===== src/rtl/tpe_pkg.sv =====
// ----------------------------------------------------------------------------
// tpe_pkg
// Shared widths, constants and transaction types of the track pointing
// error block.
// ----------------------------------------------------------------------------
package tpe_pkg;

    localparam int DATA_W     = 32;
    localparam int VAR_W      = DATA_W - 1;
    localparam int FRAC       = 16;
    localparam int COEF       = 30;

    localparam int DEN_W      = 2 * DATA_W;
    localparam int DIV_Q      = 32;
    localparam int NUM_W      = DEN_W + DIV_Q;

    localparam int ROOT_W     = 38;
    localparam int RAD_W      = 2 * ROOT_W;
    localparam int SQRT_STEPS = ROOT_W;

    localparam int QDEPTH     = 4;
    localparam int QPTR_W     = 2;

    typedef struct packed {
        logic signed [DATA_W-1:0]   slope_x;
        logic signed [DATA_W-1:0]   slope_y;
        logic [VAR_W-1:0]           var_x;
        logic [VAR_W-1:0]           var_y;
        logic signed [DATA_W-1:0]   cov_xy;
        logic [DEN_W-2:0]           x2;
        logic [DEN_W-2:0]           y2;
        logic signed [DEN_W-1:0]    xy;
    } item_t;

    typedef struct packed {
        logic [VAR_W-1:0]           exx;
        logic [VAR_W-1:0]           eyy;
        logic signed [DATA_W-1:0]   exy;
    } err_t;

    typedef struct packed {
        logic full;
        logic empty;
    } q_stat_t;

endpackage


===== src/rtl/tpe_queue.sv =====
// ----------------------------------------------------------------------------
// tpe_queue
// Short queue between the front and back parts.
// ----------------------------------------------------------------------------
module tpe_queue
    import tpe_pkg::*;
(
    input  logic    clk,
    input  logic    rst_n,
    input  logic    push,
    input  item_t   wr_item,
    input  logic    pop,
    output item_t   rd_item,
    output q_stat_t stat
);

    item_t             mem_reg [QDEPTH];
    logic [QPTR_W-1:0] wr_ptr_reg;
    logic [QPTR_W-1:0] rd_ptr_reg;
    logic [QPTR_W:0]   count_reg;
    logic              do_push;
    logic              do_pop;

    assign stat.full  = (count_reg == (QPTR_W+1)'(QDEPTH));
    assign stat.empty = (count_reg == '0);
    assign do_push    = push && !stat.full;
    assign do_pop     = pop && !stat.empty;
    assign rd_item    = mem_reg[rd_ptr_reg];

    always_ff @(posedge clk or negedge rst_n)
    begin
        if (!rst_n)
        begin
            wr_ptr_reg <= '0;
            rd_ptr_reg <= '0;
            count_reg  <= '0;
        end
        else
        begin
            if (do_push)
            begin
                wr_ptr_reg <= wr_ptr_reg + 1'b1;
            end
            if (do_pop)
            begin
                rd_ptr_reg <= rd_ptr_reg + 1'b1;
            end
            if (do_push && !do_pop)
            begin
                count_reg <= count_reg + 1'b1;
            end
            else if (do_pop && !do_push)
            begin
                count_reg <= count_reg - 1'b1;
            end
        end
    end

    always_ff @(posedge clk)
    begin
        if (do_push)
        begin
            mem_reg[wr_ptr_reg] <= wr_item;
        end
    end

`ifndef SYNTHESIS
    a_count_max: assert property (@(posedge clk) disable iff (!rst_n)
        count_reg <= (QPTR_W+1)'(QDEPTH))
        else $error("queue count above depth");

    a_count_inc: assert property (@(posedge clk) disable iff (!rst_n)
        (push && !stat.full && !pop) |=>
        count_reg == (QPTR_W+1)'($past(count_reg) + 1'b1))
        else $error("queue count did not advance on push");

    a_ptr_gap: assert property (@(posedge clk) disable iff (!rst_n)
        wr_ptr_reg == QPTR_W'(rd_ptr_reg + count_reg[QPTR_W-1:0]))
        else $error("queue pointers disagree with count");
`endif

endmodule


===== config.mk =====
export PLATFORM = sky130hd
export DESIGN_NAME = tpe_queue
export DESIGN_NICKNAME = d
export VERILOG_FILES = /design/src/rtl/tpe_pkg.sv /design/src/rtl/tpe_queue.sv
export SDC_FILE = /design/constraint.sdc
export NUM_CORES = 1
export LEC_CHECK = 0
export ABC_AREA = 0
export BUFFER_PORTS_ARGS = -buffer_cell sky130_fd_sc_hd__buf_4
export CORE_UTILIZATION = 30
export CTS_CLUSTER_SIZE = 28
export DETAILED_ROUTE_END_ITERATION = 6
export MAX_ROUTING_LAYER = met4
export PLACE_DENSITY = 0.5
export SLEW_MARGIN = 20
export SYNTH_ARGS = -nofsm -noshare
export SYNTH_HDL_FRONTEND = slang
export SYNTH_SLANG_ARGS = --single-unit

===== constraint.sdc =====
create_clock -name clk -period 19 [get_ports clk]
set_clock_uncertainty 0.15 [all_clocks]
set_input_delay 3.8 -clock clk [delete_from_list [all_inputs] [get_ports clk]]
set_output_delay 3.8 -clock clk [all_outputs]
set_load 0.02 [all_outputs]

After elaboration in Yosys (flattened, before gate mapping)
Memories as Yosys holds them, arrays and structs flattened.
Index checks and enable logic that the tools add are counted.
Cells by class
  add/subtract/negate cells: 4
  multipliers: 0
  div/mod/pow operators: 0
  order comparisons: 0
  eq/ne operators: 1
  shift-type cells: 0
  mux-type cells: 4
  bitwise operators: 0
  reductions and logical operators: 10
Operators by type and width (number)
  two-way mux 3 bit: 2
  adder 2 x 1 -> 2 bit, second input constant: 2
  logical AND 1 bit: 4
  logical NOT 1 bit: 4
  adder 3 x 1 -> 3 bit, second input constant: 1
  equality test 3 bit, second input constant: 1
  logical NOT 3 bit: 1
  subtractor 3 x 1 -> 3 bit, second input constant: 1
  two-way mux 1 bit: 2
  nonzero test 2 bit: 1
Storage, ports and cells
  register bits after elaboration: 7
  bits in latches: 0
  bits in writable memories: 1392
  memory bits (read-only): 0
  output and inout bits: 350
  logic and storage cells: 23
  memories: 1
Memory list
  mem_reg: words 4, width 348, rd ports 1, clocked after Yosys merged registers in 0, wr ports 1, RTL line tpe_queue.sv:17  | item_t mem_reg [QDEPTH];

Longest topological paths before layout
Gate-level depths: netlist (run 1).
  depth in word-level cells: 7
  gate-level depth with buffers: 9
  mapped depth without buffers: 8

Worst setup path after synthesis (run 1)
Ideal clock, no wire load.
  path type: input to register
  start: in push
  end: mem mem_reg[0][0] (netlist name) (enable)
  setup time: 755 ps
  arrival time: 11954 ps
  data required time: 18095 ps
  setup slack: 6141 ps
  stages: 3
  path buffers: 1
  cells stage by stage: nor2b_1 buf_2 and2_1
Between the ends
  word-level cells in the longest chain between the ends: 3
Ends and longest elaborated chain
  from (decl): RTL line tpe_queue.sv:10  | input logic push,
  logical AND 1 bit: RTL line tpe_queue.sv:26  | assign do_push = push && !stat.full;
  net do_push: RTL line tpe_queue.sv:21  | logic do_push;
  two-way mux 1 bit: RTL line tpe_queue.sv:61  | if (do_push)
  two-way mux 1 bit (implied by the code): RTL line tpe_queue.sv:63  | mem_reg[wr_ptr_reg] <= wr_item;
  to (decl): RTL line tpe_queue.sv:17
The timed path passes the listed nets, and every way through them passes these cells.

==> metrics.cfg, run 1 <==
[logic_synthesis]
synth_area_leader_cell=edfxtp_1
synth_enable_flop_cells=1392
synth_top_area_share_pct=82.5
synth.cell_area_um2=50600
yosys-top-cells-count=1,392 x edfxtp_1, 348 x mux4_2, 38 x buf_2, 34 x buf_6, 7 x dfrtp_1
asyncSetResetFlopFracSynth_pct=0.500
yosysSeqAreaShare_pct=82.9
synth-seq-cells=1399
synthMostInstantiatedCell=edfxtp_1
synthesis.nets=2212
post_synth.cell_area_avg_um2=27.3
synth-main-ff-cell=edfxtp_1
synth_cell_type_count=20
synth.area.top_cells=edfxtp_1 83%, mux4_2 15%, buf_6 0.76%
yosysWarnings=0
postSynthCellCount=1854

[critical_path]
cpMaxStageDelayCell=dfrtp_4
timing.critical_path.from_type=register
critPathMaxFanout=69
cp_data_required_time_ns=15.05
critical_path.n_buffers_inverters=4
critical_path.endpoint_type=primary output
cp_common_cell=buf_4
slowest_delay_ns=1.14
cpLargestDelayFamily=buffers and inverters
crit_arrival_ns=5.24
critical_path_cell_by_cell=buf_4 -> buf_4 -> buf_4 -> mux4_2 -> buf_4
timing_worst_setup_path_type=register to primary output

[global_route]
grt_pass1_vias=24400
largest_net_degree_at_the_start_of_global_routing=132
groute.usage.overall_pct=13.8
globalRoute.totalOverflow=0
grt_first_pass_wirelength_um=167000
antenna_found_initial=23

[cells_and_area]
final_net_count=3018
area_growth_pct=24.7
drive_above_1_share_pct=46.5
max_ffs_per_register=1392

[clocking]
clkLatencyLatePin_ns=0.78
clock_tree.root_cell=clkbuf_16
clock_sink_count=1399
ctsHoldBuffers=0
cts_tree=yes
worst_setup_hold_path_clk_slew_ns=0.06
cts_inserted_buffers=152
cts_h_tree_lvls=4
max-clock-path-buffers=3
cts_resized=0
cts_post_setup_buffers_inserted=0

[sta]
relSlewSlack_pct=24.1
setup_viol=0
fin_setup_tns_ns=0
min_tclk_post_route_ns=9.19
min_period_over_period_pct=48.4
rsz0062_at_grt=no
final_hold_viol_count=0
slew_worst_pin_ns=1.14
maxClockFrequency_mhz=109
timing_max_transition_violations_final=0

[run]
drv.max_cap_violation_count=0

[place]
buffers_on_ports=701
place.gp.congestion=0.752
detailedPlacementHpwl_um=72900

[power]
design_power_total_w=0.0105
leakagePower_nw=21.0
powerDensity_nw_per_um2=166
ir_worst_vdd_mv=0.110

[floorplan]
floorplan.initialDensity_pct=30.3
dieArea_um2=170000
dieWidth_um=413
std_cell_rows=150
chipHeight_um=413
boundaryPins=702
core_um2=167000

[route]
drt-pass1-iter-count=5
route.detailed.vias_per_inst=4.54
route.vias.total=22700
drt_wl_total_um=116000
number_of_nets_with_antenna_violations_after_detailed_routing=0
route.detailed.wl_per_inst_um=23.1
initialDrtViolationCount=1462
drc=0

[min_path]
hold_class=register to register

[outcome]
run_status=complete, no violations

[final timing paths]
kind	start	endpoint	slack, ns	cells after the start
worst min-delay path	count_reg[2]	count_reg[2]	0.36	1
worst max register to register	count_reg[2]	mem_reg[2][202]	13.99	6
worst min register to register	count_reg[2]	count_reg[2]	0.36	1
worst max-delay path	rd_ptr_reg[1]	rd_item[194]	9.81	5
min in group asynchronous	rst_n	rd_ptr_reg[1]	2.67	1
max in group asynchronous	rst_n	rd_ptr_reg[0]	15.89	1
[metal layers]
metal | track usage (%) | vias to the layer above | part of all wire [%]
met5 | - | - | 0
met4 | 4.10 | 0 | 2.0
li1 | - | 9787 | -
met3 | 5.13 | 154 | 8.4
met2 | 22.2 | 680 | 50
met1 | 16.1 | 12100 | 40
[cell type report]
cell class / instances / area (µm²)
tap: 2204 / 2760
multi-input combinational: 372 / 8060
sequential: 1399 / 42000
clock inverter: 90 / 658
antenna: 24 / 60.1
timing repair buffer: 731 / 5570
fill: 15100 / 104000
inverter: 4 / 15.0
clock buffer: 186 / 4040
[report_power, final]
part	internal [W]	switching, W	total [W]
clock network	0.00159	0.00117	0.00276
registers	0.00408	0.000158	0.00424
logic	0.00148	0.00203	0.00351
[cells by family (layout without fill, tap and decap cells)]
family	Yosys count	count (layout)	synth area share, %
flops	1399	1399	82.9
mux	350	350	15.5
buf+inv	83	1011	1.22
simple gates	10	10	0.114
fa+ha+maj	6	6	0.163
xor+xnor	6	6	0.104
other cells	0	24	0
[cells in the final DEF (no fill, tap or decap), drive strengths merged, types with 2 or more instances in the layout]
cell type     n
clkinvlp      7
buf         731
clkbuf      186
mux4        348
dfrtp         7
edfxtp     1392
and2          4
mux2          2
xnor2         4
bufinv        6
inv           7
diode        24
xor2          2
clkinv       74
ha            5
[metrics by stage]
step / cells / setup WS [ns] / hold slack (ns) / util (%) / area [µm²]
floorplan: 1854 / 6.14 / 0.297 / - / 50600
global placement: 4709 / 10.62 / 0.316 / 34.9 / 58400
detailed placement: 4710 / 10.53 / 0.345 / 34.9 / 58400
CTS: 4986 / 9.67 / 0.355 / 37.7 / 63100
global route: 5009 / 9.57 / 0.383 / 37.7 / 63100
finish: 5010 / 9.81 / 0.360 / 37.7 / 63100
(Power assumes the default switching activity.)
==> inputs of run 2 (changes only) <==
PLACE_DENSITY = 0.52   (was 0.5)
clock period = 7.65 ns   (was 19 ns; I/O delays follow)
==> metrics.cfg, run 2 (synthesis results as in run 1) <==
[route]
route.vias.total=22700  ; about the same
drt_wl_total_um=118000  ; was 116,000 µm
drt-pass1-iter-count=5  ; unchanged
route.detailed.wl_per_inst_um=23.4  ; was 23.1 µm
route.detailed.vias_per_inst=4.53  ; was 4.54
initialDrtViolationCount=1258  ; was 1,462
drc=0  ; unchanged
number_of_nets_with_antenna_violations_after_detailed_routing=0  ; unchanged

[cells_and_area]
final_common_cell=edfxtp_1  ; unchanged
drive_above_1_share_pct=46.7  ; was 46.5%
final_cell_mix=1,392 x edfxtp_1, 727 x buf_4, 348 x mux4_2  ; was 1,392 x edfxtp_1, 725 x buf_4, 348 x mux4_2
seqCellArea_um2=42000  ; unchanged
area_growth_pct=25.0  ; was 24.7%
n_fill_cell=15100  ; about the same
final_net_count=3025  ; was 3,018
stdcell_area_um2=63300  ; was 63,100 µm²
max_ffs_per_register=1392  ; unchanged
multiInputGateArea_um2=8060  ; unchanged

[place]
detailedPlacementHpwl_um=74100  ; was 72,900 µm
buffers_on_ports=701  ; unchanged
place.gp.congestion=0.765  ; was 0.752
placedInstanceArea_um2=58500  ; was 58,400 µm²
pre_cts_ws_ns=3.20  ; was 10.53 ns

[sta]
slew_worst_pin_ns=1.07  ; was 1.14 ns
relSlewSlack_pct=28.5  ; was 24.1%
final_critical_path_setup_slack_ns=2.55  ; was 9.81 ns
min_tclk_post_route_ns=5.10
min_period_over_period_pct=66.7
timing_max_transition_violations_final=0  ; unchanged
fin_setup_tns_ns=0  ; unchanged
final_hold_viol_count=0  ; unchanged
rsz0062_at_grt=no  ; unchanged
setup_viol=0  ; unchanged
maxClockFrequency_mhz=196

[floorplan]
floorplan.initialDensity_pct=30.3  ; unchanged
std_cell_rows=150  ; unchanged
core_um2=167000  ; unchanged
dieArea_um2=170000  ; unchanged
boundaryPins=702  ; unchanged
dieWidth_um=413  ; unchanged
chipHeight_um=413  ; unchanged

[global_route]
globalRoute.totalOverflow=0  ; unchanged
largest_net_degree_at_the_start_of_global_routing=118  ; was 132
groute.usage.overall_pct=14.0  ; was 13.8%
grt_pass1_vias=24800  ; was 24,400
antenna_found_initial=32  ; was 23
grt_first_pass_wirelength_um=168000  ; was 167,000 µm

[clocking]
cts_tree=yes  ; unchanged
cts_h_tree_lvls=4  ; unchanged
worst_setup_hold_path_clk_slew_ns=0.06  ; about the same
cts_post_setup_buffers_inserted=0  ; unchanged
ctsHoldBuffers=0  ; unchanged
max-clock-path-buffers=3  ; unchanged
clkLatencyLatePin_ns=0.78  ; about the same
clock_sink_count=1399  ; unchanged
cts_resized=0  ; unchanged
clock_tree.root_cell=clkbuf_16  ; unchanged
cts_inserted_buffers=150  ; was 152

[power]
leakagePower_nw=21.1  ; was 21.0 nW
ir_worst_vdd_mv=0.277  ; was 0.110 mV
powerDensity_nw_per_um2=415  ; was 166 nW/µm²

[critical_path]
timing_worst_setup_path_type=register to primary output  ; unchanged
critPathMaxFanout=40  ; was 69
crit_arrival_ns=3.42  ; was 5.24 ns
cp_data_required_time_ns=5.97  ; was 15.05 ns
critical_path.endpoint_type=primary output  ; unchanged
timing.critical_path.from_type=register  ; unchanged

[min_path]
hold_class=register to register  ; unchanged

[outcome]
run_status=complete, no violations  ; unchanged

[run]
drv.max_cap_violation_count=0  ; unchanged

run 2: changes by cell type in the layout (fill, tap and decap cells not counted), moves of 2 or more:
cell | previous run | this run
clkinv_1 | 40 | 33
diode_2 | 24 | 30
buf_12 | 5 | 13
clkinv_8 | 6 | 1
inv_6 | 3 | 9
clkinvlp_4 | 7 | 5
clkbuf_16 | 157 | 151
bufinv_16 | 6 | 10
clkinv_16 | 0 | 2
clkinv_4 | 3 | 6
buf_4 | 725 | 727
clkinv_2 | 25 | 18
inv_16 | 0 | 3
run 2: layout make-up:
cell class | count | share of cell area [%]
Antenna cell | 30 | 0.119
Sequential cell | 1399 | 66.3
Clock inverter | 87 | 1.29
Tap cell | 2204 | 4.35
Multi-Input combinational cell | 372 | 12.7
Inverter | 4 | 0.0237
Clock buffer | 181 | 6.15
Timing Repair Buffer | 740 | 9.03
run 2: path summary, 6_finish.rpt:
path,slack (ns),end,start,depth (start not counted)
max in group asynchronous,6.81,rd_ptr_reg[0],rst_n,1
min in group asynchronous,0.40,count_reg[1],rst_n,1
hold reg to reg,0.34,count_reg[2],count_reg[2],1
setup reg to reg,4.32,mem_reg[0][198],count_reg[2],5
hold / removal,0.34,count_reg[2],count_reg[2],1
setup / recovery,2.55,rd_item[256],rd_ptr_reg[0],3
run 2: stage by stage:
step                util, %  instances  hold WS [ns]  power, W
global route           37.8       5017         0.324    0.0274
finish                 37.8       5017         0.342    0.0263
floorplan                 -       1854         0.297    0.0162
global placement       35.0       4719         0.313    0.0196
detailed placement     35.0       4719         0.329    0.0198
CTS                    37.8       4987         0.298    0.0268
run 2: routing by layer:
metal / global-route usage (%) / wire [µm] / vias up
li1: - / - / 9790
met1: 15.4 / 44000 / 12100
met2: 23.0 / 60300 / 651
met3: 5.58 / 10400 / 176
met4: 4.93 / 2930 / 0
met5: - / 0 / -
run 2: report_power, final:
part | switching, W | total, W | internal, W
combinational | 0.00505 | 0.00877 | 0.00372
sequential | 0.000416 | 0.0105 | 0.0101
clock | 0.00296 | 0.00695 | 0.00399
total | 0.00843 | 0.0263 | 0.0178
run 2: critical path: stages (launching register included):
cell and delay, ns:
dfrtp_4 0.90, buf_4 0.75, mux4_2 0.62, buf_4 0.18
